==> config.mk <==
export PLATFORM = sky130hd
export DESIGN_NAME = first_match_prefix_router
export DESIGN_NICKNAME = d
export VERILOG_FILES = /design/src/rtl/fmpr_pkg.sv /design/src/rtl/fmpr_cell.sv /design/src/rtl/first_match_prefix_router.sv
export VERILOG_INCLUDE_DIRS = /design/src /design/src/rtl
export SDC_FILE = /design/constraint.sdc
export NUM_CORES = 2
export LEC_CHECK = 0
export BUFFER_PORTS_ARGS = -buffer_cell sky130_fd_sc_hd__buf_4
export CAP_MARGIN = 30
export CORE_ASPECT_RATIO = 1.25
export CORE_MARGIN = 2
export CORE_UTILIZATION = 50
export CTS_CLUSTER_SIZE = 30
export DETAILED_ROUTE_END_ITERATION = 8
export HOLD_SLACK_MARGIN = 0.08
export PLACE_DENSITY = 0.71
export SLEW_MARGIN = 20
export SYNTH_ARGS = -nofsm -noshare
export SYNTH_HDL_FRONTEND = slang
export SYNTH_SLANG_ARGS = --single-unit
==> constraint.sdc <==
create_clock -name i_clk -period 6.5 [get_ports i_clk]
set_input_delay 1.3 -clock i_clk [delete_from_list [all_inputs] [get_ports i_clk]]
set_output_delay 1.3 -clock i_clk [all_outputs]
set_load 0.01 [all_outputs]
==> src/rtl/first_match_prefix_router_defines.svh <==
// Assertion macros for the first-match prefix router.
// Used by the top level only; they compile away when SYNTHESIS is defined.
`ifndef FIRST_MATCH_PREFIX_ROUTER_DEFINES_SVH
`define FIRST_MATCH_PREFIX_ROUTER_DEFINES_SVH

`ifndef SYNTHESIS
`define FMPR_ASSERT_SAME(lbl, clk, rst_n, ante, cons) \
    lbl: assert property (@(posedge clk) disable iff (!rst_n) (ante) |-> (cons)) \
        else $error("fmpr assertion failed");
`define FMPR_ASSERT_NEXT(lbl, clk, rst_n, ante, cons) \
    lbl: assert property (@(posedge clk) disable iff (!rst_n) (ante) |=> (cons)) \
        else $error("fmpr assertion failed");
`else
`define FMPR_ASSERT_SAME(lbl, clk, rst_n, ante, cons)
`define FMPR_ASSERT_NEXT(lbl, clk, rst_n, ante, cons)
`endif

`endif

==> src/rtl/fmpr_pkg.sv <==
// Shared types, constants and helpers of the first-match prefix router.
// No dependencies; used by fmpr_cell and first_match_prefix_router.
`timescale 1ns / 1ps

package fmpr_pkg;

    localparam int FMPR_TABLE_DEPTH = 16;
    localparam int FMPR_NUM_CNT     = 5;

    localparam logic [31:0] FMPR_BLOCKED_RESET = 32'hA882_C001;

    // configuration register indexes
    localparam logic [1:0] CFG_ENTRIES = 2'd0;
    localparam logic [1:0] CFG_BLOCKED = 2'd1;

    // outcome counter slots
    localparam logic [2:0] CNT_DIRECT   = 3'd0;
    localparam logic [2:0] CNT_HOP_B    = 3'd1;
    localparam logic [2:0] CNT_HOP_C    = 3'd2;
    localparam logic [2:0] CNT_UNROUTED = 3'd3;
    localparam logic [2:0] CNT_EXPIRED  = 3'd4;

    // entry hop codes
    localparam logic [1:0] HOP_B = 2'd1;
    localparam logic [1:0] HOP_C = 2'd2;

    typedef enum logic [2:0] {
        V_DIRECT  = 3'd0,
        V_HOP_B   = 3'd1,
        V_HOP_C   = 3'd2,
        V_NOMATCH = 3'd3,
        V_EXPIRED = 3'd4,
        V_BLOCKED = 3'd5
    } t_verdict;

    // search token passed from cell to cell
    typedef struct packed {
        logic        vld;
        logic [31:0] dest;
        logic        hit;
        logic [1:0]  hop;
    } t_token;

    // route entry write broadcast to every cell
    typedef struct packed {
        logic        we;
        logic [3:0]  slot;
        logic [31:0] network;
        logic [5:0]  prefix;
        logic [1:0]  hop;
    } t_load;

    // leading-ones mask; zero length gives no bits, 32 and above give all
    function automatic logic [31:0] prefix_mask(input logic [5:0] plen);
        logic [31:0] m;
        if (plen >= 6'd32) begin
            m = 32'hFFFF_FFFF;
        end else begin
            m = ~(32'hFFFF_FFFF >> plen);
        end
        return m;
    endfunction

    function automatic t_verdict hop_verdict(input logic [1:0] hop);
        t_verdict v;
        if (hop == HOP_B) begin
            v = V_HOP_B;
        end else if (hop == HOP_C) begin
            v = V_HOP_C;
        end else begin
            v = V_DIRECT;
        end
        return v;
    endfunction

    function automatic logic [2:0] verdict_counter(input t_verdict v);
        logic [2:0] c;
        unique case (v)
            V_DIRECT:  c = CNT_DIRECT;
            V_HOP_B:   c = CNT_HOP_B;
            V_HOP_C:   c = CNT_HOP_C;
            V_EXPIRED: c = CNT_EXPIRED;
            default:   c = CNT_UNROUTED;
        endcase
        return c;
    endfunction

endpackage

==> src/rtl/fmpr_cell.sv <==
// One route table cell: holds a single entry and one stage of the search token.
// Depends on fmpr_pkg (t_token, t_load, prefix_mask).
`timescale 1ns / 1ps

module fmpr_cell #(
    parameter int IDX = 0
) (
    input  logic            i_clk,
    input  logic            i_rst_n,
    input  logic            i_adv,
    input  logic            i_active,
    input  fmpr_pkg::t_load i_load,
    input  fmpr_pkg::t_token i_tok,
    output fmpr_pkg::t_token o_tok
);

    logic [31:0] r_net;
    logic [31:0] r_mask;
    logic [1:0]  r_hop;

    fmpr_pkg::t_token r_tok;
    fmpr_pkg::t_token n_tok;

    logic w_match;

    // entry storage, written by a load transaction addressed to this slot
    always_ff @(posedge i_clk) begin
        if (i_load.we && (32'(i_load.slot) == IDX)) begin
            r_net  <= i_load.network;
            r_mask <= fmpr_pkg::prefix_mask(i_load.prefix);
            r_hop  <= i_load.hop;
        end
    end

    assign w_match = i_active && ((i_tok.dest & r_mask) == r_net);

    always_comb begin
        n_tok = r_tok;
        if (i_adv) begin
            n_tok = i_tok;
            // first match wins: an earlier hit passes through untouched
            if (i_tok.vld && !i_tok.hit && w_match) begin
                n_tok.hit = 1'b1;
                n_tok.hop = r_hop;
            end
        end
    end

    always_ff @(posedge i_clk) begin
        if (!i_rst_n) begin
            r_tok <= '0;
        end else begin
            r_tok <= n_tok;
        end
    end

    assign o_tok = r_tok;

endmodule

==> src/rtl/first_match_prefix_router.sv <==
// first_match_prefix_router: first-match IPv4 route lookup with outcome counters.
// Input channel (i_valid/o_ready) carries load transactions (i_mode 0), which
// write one route entry and give no result, and packet transactions (i_mode 1).
// Output channel (o_valid/i_ready) returns one result per packet: verdict,
// decremented TTL (zero if blocked) and the five saturating counters after it.
// Registers are written through i_cfg_we/i_cfg_idx/i_cfg_data, with no wait.
// A packet runs down a chain of TABLE_DEPTH cells, one cell per cycle while the
// chain is not held, and o_valid rises once it leaves the last cell; a new
// packet is not accepted until the last one has left the chain. Loads are
// accepted back to back while no packet is in the chain.
// A finished result waits in the output register while the next transaction
// is accepted; if the receiver stalls and a second packet reaches the chain
// end, the chain holds until the output register frees up.
// Reset clears the counters, entries_in_use and the handshake state, and
// sets the blocked address to 168.130.192.1. Route entries are undefined
// until loaded.
// Depends on fmpr_pkg, fmpr_cell and first_match_prefix_router_defines.svh.
`timescale 1ns / 1ps
`include "first_match_prefix_router_defines.svh"

module first_match_prefix_router #(
    parameter int TABLE_DEPTH = fmpr_pkg::FMPR_TABLE_DEPTH
) (
    input  logic        i_clk,
    input  logic        i_rst_n,
    // configuration
    input  logic        i_cfg_we,
    input  logic [1:0]  i_cfg_idx,
    input  logic [31:0] i_cfg_data,
    // input channel
    input  logic        i_valid,
    output logic        o_ready,
    input  logic        i_mode,
    input  logic [3:0]  i_entry_slot,
    input  logic [31:0] i_entry_network,
    input  logic [5:0]  i_entry_prefix_len,
    input  logic [1:0]  i_entry_hop,
    input  logic [31:0] i_dest_addr,
    input  logic [15:0] i_ttl_in,
    // output channel
    output logic        o_valid,
    input  logic        i_ready,
    output logic [2:0]  o_verdict,
    output logic [15:0] o_ttl_out,
    output logic [31:0] o_direct_count,
    output logic [31:0] o_hop_b_count,
    output logic [31:0] o_hop_c_count,
    output logic [31:0] o_unrouted_count,
    output logic [31:0] o_expired_count
);

    // configuration registers
    logic [4:0]  r_entries;
    logic [31:0] r_blocked;

    // handshake and per-packet state
    logic                r_busy;
    logic                r_pre_hit;
    fmpr_pkg::t_verdict  r_pre_verdict;
    logic [15:0]         r_pkt_ttl;

    logic                r_out_vld;
    fmpr_pkg::t_verdict  r_verdict;
    logic [15:0]         r_ttl_out;

    logic [31:0] r_cnt [fmpr_pkg::FMPR_NUM_CNT];
    logic [31:0] n_cnt [fmpr_pkg::FMPR_NUM_CNT];

    logic                w_acc;
    logic                w_pkt_acc;
    logic                w_blocked;
    logic [15:0]         w_ttl_dec;
    logic                w_adv;
    logic                w_fin;
    fmpr_pkg::t_verdict  w_final;
    logic [2:0]          w_cidx;
    fmpr_pkg::t_load     w_load;
    logic [TABLE_DEPTH-1:0] w_active;
    logic [TABLE_DEPTH-1:0] w_vlds;
    fmpr_pkg::t_token    w_tok [TABLE_DEPTH+1];

    assign o_ready   = !r_busy;
    assign w_acc     = i_valid && o_ready;
    assign w_pkt_acc = w_acc && i_mode;

    // ---------------- configuration ----------------
    always_ff @(posedge i_clk) begin
        if (!i_rst_n) begin
            r_entries <= '0;
            r_blocked <= fmpr_pkg::FMPR_BLOCKED_RESET;
        end else if (i_cfg_we) begin
            if (i_cfg_idx == fmpr_pkg::CFG_ENTRIES) begin
                r_entries <= i_cfg_data[4:0];
            end else if (i_cfg_idx == fmpr_pkg::CFG_BLOCKED) begin
                r_blocked <= i_cfg_data;
            end
        end
    end

    // ---------------- head of the chain ----------------
    assign w_blocked = (i_dest_addr == r_blocked);
    assign w_ttl_dec = i_ttl_in - 16'd1;

    always_ff @(posedge i_clk) begin
        if (w_pkt_acc) begin
            r_pre_hit     <= w_blocked || (w_ttl_dec == 16'd0);
            r_pre_verdict <= w_blocked ? fmpr_pkg::V_BLOCKED : fmpr_pkg::V_EXPIRED;
            r_pkt_ttl     <= w_blocked ? 16'd0 : w_ttl_dec;
        end
    end

    assign w_load.we      = w_acc && !i_mode;
    assign w_load.slot    = i_entry_slot;
    assign w_load.network = i_entry_network;
    assign w_load.prefix  = i_entry_prefix_len;
    assign w_load.hop     = i_entry_hop;

    assign w_tok[0].vld  = w_pkt_acc;
    assign w_tok[0].dest = i_dest_addr;
    assign w_tok[0].hit  = 1'b0;
    assign w_tok[0].hop  = 2'd0;

    // ---------------- cell chain ----------------
    // hold the whole chain while a finished token waits for the output register
    assign w_fin = w_tok[TABLE_DEPTH].vld && (!r_out_vld || i_ready);
    assign w_adv = !w_tok[TABLE_DEPTH].vld || w_fin;

    for (genvar g = 0; g < TABLE_DEPTH; g++) begin : g_cell
        assign w_active[g] = (32'(r_entries) > g);
        assign w_vlds[g]   = w_tok[g+1].vld;

        fmpr_cell #(
            .IDX (g)
        ) u_cell (
            .i_clk    (i_clk),
            .i_rst_n  (i_rst_n),
            .i_adv    (w_adv),
            .i_active (w_active[g]),
            .i_load   (w_load),
            .i_tok    (w_tok[g]),
            .o_tok    (w_tok[g+1])
        );
    end

    always_ff @(posedge i_clk) begin
        if (!i_rst_n) begin
            r_busy <= 1'b0;
        end else if (w_pkt_acc) begin
            r_busy <= 1'b1;
        end else if (w_fin) begin
            r_busy <= 1'b0;
        end
    end

    // ---------------- verdict and counters ----------------
    always_comb begin
        if (r_pre_hit) begin
            w_final = r_pre_verdict;
        end else if (w_tok[TABLE_DEPTH].hit) begin
            w_final = fmpr_pkg::hop_verdict(w_tok[TABLE_DEPTH].hop);
        end else begin
            w_final = fmpr_pkg::V_NOMATCH;
        end
    end

    assign w_cidx = fmpr_pkg::verdict_counter(w_final);

    always_comb begin
        for (int k = 0; k < fmpr_pkg::FMPR_NUM_CNT; k++) begin
            n_cnt[k] = r_cnt[k];
            // saturate at all ones
            if (w_fin && (w_cidx == 3'(k)) && (r_cnt[k] != 32'hFFFF_FFFF)) begin
                n_cnt[k] = r_cnt[k] + 32'd1;
            end
        end
    end

    always_ff @(posedge i_clk) begin
        if (!i_rst_n) begin
            for (int k = 0; k < fmpr_pkg::FMPR_NUM_CNT; k++) begin
                r_cnt[k] <= '0;
            end
        end else begin
            r_cnt <= n_cnt;
        end
    end

    // ---------------- output register ----------------
    always_ff @(posedge i_clk) begin
        if (!i_rst_n) begin
            r_out_vld <= 1'b0;
        end else if (w_fin) begin
            r_out_vld <= 1'b1;
        end else if (i_ready) begin
            r_out_vld <= 1'b0;
        end
    end

    always_ff @(posedge i_clk) begin
        if (w_fin) begin
            r_verdict <= w_final;
            r_ttl_out <= r_pkt_ttl;
        end
    end

    assign o_valid          = r_out_vld;
    assign o_verdict        = r_verdict;
    assign o_ttl_out        = r_ttl_out;
    assign o_direct_count   = r_cnt[fmpr_pkg::CNT_DIRECT];
    assign o_hop_b_count    = r_cnt[fmpr_pkg::CNT_HOP_B];
    assign o_hop_c_count    = r_cnt[fmpr_pkg::CNT_HOP_C];
    assign o_unrouted_count = r_cnt[fmpr_pkg::CNT_UNROUTED];
    assign o_expired_count  = r_cnt[fmpr_pkg::CNT_EXPIRED];

    // ---------------- assertions ----------------
    `FMPR_ASSERT_SAME(a_one_token, i_clk, i_rst_n, 1'b1, $onehot0(w_vlds))
    `FMPR_ASSERT_SAME(a_fin_busy, i_clk, i_rst_n, w_fin, r_busy && !w_pkt_acc)
    `FMPR_ASSERT_NEXT(a_out_drain, i_clk, i_rst_n, r_out_vld && i_ready && !w_fin, !r_out_vld)

endmodule

==> qor.yml <==
run_status:
  status: "completed"
clocking:
  cts-root-buf: "clkbuf_16"
  htreeDepth: 4
  cts_buffer_depth: 3
  tritoncts: "yes"
  holdBufCountCts: 0
  cts-buffers-inserted: 171
  path_clk_slew_ns: 0.06
  cts_resized: 0
  clock-sinks: 1836
  postCtsSetupRepairBufs: 0
  clkLatencyLatePin_ns: 0.83
power:
  pwr-share-seq_pct: 52.8
  powerDensity_nw_per_um2: 290.7
  p_clk_share_pct: 44.2
  comb_power_share_pct: 3.1
  intPower_mw: 18.53
  p_switching_mw: 5.108
  p_leak_nw: 27.66
  ir_drop_mv: 0.3316
  p_sw_share_pct: 21.61
sta:
  min_period_ns: 3.584
  fin_ws_ns: 2.916
  tightest_slew_ns: 1.037
  fmax_mhz: 279.0
  hold_viol: 0
  period_share_pct: 55.13
  relSlewSlack_pct: 30.78
  setup_viol: 0
  finClkSkew_ns: 0.05706
  slew_viol_final: 0
  rsz0062_at_grt: "false"
  setup_tns_ns: 0
setup_path:
  worstSetupPathType: "primary input to register"
  setup.worst_path.start_class: "primary input"
  cp_common_cell: "buf_4"
  cpPeakStageDelay_ns: 0.75
  cp.required_ns: 6.94
  critPathMaxFanout: 29
  worst-path-buf-inv: 2
  endpoint_kind: "register"
  crit_chain: "buf_4 -> nor4b_2 -> nand2_1 -> nor2_4 -> buf_4"
  critical_path.top_delay_family: "simple AND/OR/NAND/NOR gates"
  arrival_ns: 4.03
  crit_path_top_delay_cell: "nor2_4"
  cp.depth: 5
  reg2regPathDepth: 8
die:
  die_h_um: 424.2
  die_x_um: 340.1
  boundaryPins: 313
  rows: 154
  core_area_um2: 140700
  die-area_um2: 144300
  start_util_pct: 50.20
grt:
  top_usage_layer: "met2"
  grtUsageTotal_pct: 28.91
  grt_use_met1_pct: 36.93
  antenna_found_initial: 20
  grt.met2_usage_pct: 46.84
  use_met3_pct: 4.967
  grt_pass1_wl_mm: 307.2
  grt_max_degree: 165
  gr-total-overflow: 0
  grt_pass1_vias: 47230
drt:
  route.detailed.drc: 0
  drtAntennaViolNets: 0
  routed_wl_mm: 213.6
  drt_iter0_drc: 6204
  num_vias: 50310
  first_pass_iters: 6
  wl_per_cell_um: 25.24
  vias_per_cell: 5.946
job:
  drv_cap: 0
synth:
  synth_edf_count: 1093
  synth_area_um2: 70610
  syn_inst: 6104
  synth_nets: 6243
  syn_avg_cell_area_um2: 11.57
  synth_seq_cells: 1836
  yosys-top-cells-area: "edfxtp_1 46%, dfxtp_1 21%, nand2_1 7.8%"
  synth_top_area_cell: "edfxtp_1"
  ys_types: 91
  ys_warn_count: 0
  synthFlopType: "edfxtp_1"
  ys_seq_area_share_pct: 67.55
  async_flop_share_pct: 0
  yosys.area.top_type_share_pct: 46.48
cells_and_area:
  layout-drive-gt1-share_pct: 11.38
  synthToLayoutAreaGrowth_pct: 15.14
  nets: 6563
  seqCellArea_um2: 47700
  fillers: 11400
  multi_input_area_um2: 22080
  utilization_pct: 57.80
  stdcell_area_um2: 81300
placed_design:
  gp_congestion: 0.8829
  post-place-ws_ns: 2.056
  port_buffers: 312
  placed_area_um2: 75320
  dpl.hpwl_mm: 135.7
min_path:
  min_path_cells: 0
  hold_path.class: "register to register"
-- sequential cells by signal (all words and copies together) (netlist names) --
signal                count
r_blocked                32
g_cell.u_cell.r_mask    512
o_hop_b_count            32
o_ttl_out                16
r_pre_verdict             1
g_cell.u_cell.o_tok     544
o_hop_c_count            32
o_unrouted_count         32
r_busy                    1
o_valid                   1
o_expired_count          32
r_pre_hit                 1
r_pkt_ttl                16
o_direct_count           32
r_entries                 5
o_verdict                 3
g_cell.u_cell.r_hop      32
g_cell.u_cell.r_net     512
-- power groups by stage --
| stage | clock [mW] | combinational [mW] | sequential, mW |
|---|---|---|---|
| floorplan | 0 | 0.237 | 12.7 |
| global placement | 0 | 0.681 | 12.7 |
| detailed placement | 0 | 0.702 | 12.7 |
| CTS | 10.5 | 0.705 | 12.5 |
| global route | 10.9 | 0.739 | 12.5 |
| finish | 10.4 | 0.729 | 12.5 |
-- stage by stage --
step,power (mW),hold WS (ns),instances
6_report,23.64,0.4131,8461
5_1_grt,24.15,0.4302,8447
4_1_cts,23.68,0.4149,8442
3_5_place_dp,13.42,0.4045,8118
3_3_place_gp,13.40,0.4008,8109
2_1_floorplan,12.94,0.4003,6104
-- layout by cell type, fill, tap and decap left out, types with 29 or more instances in the layout --
cell type  netlist  final
nand2_1       1471   1467
edfxtp_1      1093   1093
dfxtp_1        743    743
a21oi_1        694    693
buf_4            1    365
xor2_1         327    327
clkbuf_16        0    179
nor2_1         189    176
nand4_1        148    148
and3_1         140    140
nand3_1        124    124
xnor2_1        115    115
o21ai_0         82     77
a21o_1          57     56
nor4_1          55     55
a21boi_0        47     47
and3b_1         48     46
a211oi_1        43     43
nor3_1          44     40
o22a_1          36     36
a31oi_1         34     34
clkbuf_1       215     34
or3_1           33     32
inv_1           33     31
clkinv_2         0     29
-- final timing paths --
path                                                  from                                      to  slack, ns
worst max register to register   r_entries[4]$_SDFFE_PN0P_  g_cell[3].u_cell.o_tok[0]$_SDFFE_PN0P_       3.03
worst min-delay path            r_pkt_ttl[7]$_SDFFCE_PP0P_                  o_ttl_out[7]$_DFFE_PP_       0.41
worst max-delay path                                i_mode   g_cell[14].u_cell.r_mask[4]$_DFFE_PP_       2.92
worst min register to register  r_pkt_ttl[7]$_SDFFCE_PP0P_                  o_ttl_out[7]$_DFFE_PP_       0.41
-- Yosys cell counts (8+ instances only) --
cell type,number
nand2_1,1471
edfxtp_1,1093
dfxtp_1,743
a21oi_1,694
xor2_1,327
clkbuf_1,215
nor2_1,189
nand4_1,148
and3_1,140
nand3_1,124
xnor2_1,115
o21ai_0,82
a21o_1,57
nor4_1,55
and3b_1,48
a21boi_0,47
nor3_1,44
a211oi_1,43
o22a_1,36
a31oi_1,34
inv_1,33
or3_1,33
nand2b_1,28
and4_1,23
mux2i_1,21
o22ai_1,18
or4_1,17
a21bo_2,16
buf_1,13
nor3b_1,13
o211ai_1,11
nor2b_1,9
o31ai_1,9
buf_2,8
o21ai_1,8
-- routing by layer --
metal	up-vias	share of wire [%]
li1	22510	-
met1	24610	37
met2	2586	47
met3	585	9.6
met4	14	6.3
met5	-	0.042
-- cell type report --
cell class,instances,area share (%)
Clock inverter,89,1.194
Sequential cell,1836,58.67
Timing Repair Buffer,387,3.857
Inverter,34,0.1662
Antenna cell,14,0.04309
Tap cell,1872,2.881
Clock buffer,235,6.039
Multi-Input combinational cell,3994,27.15
-- kinds of logic after synthesis --
kind of cell | synth area share [%]
simple gates | 15.73
buf+inv | 1.508
fa+ha+maj | 0.1240
flops | 67.55
xor+xnor | 5.483
mux | 0.2977
compound gates | 9.310
Note: power is estimated with default switching activity, not from simulation.
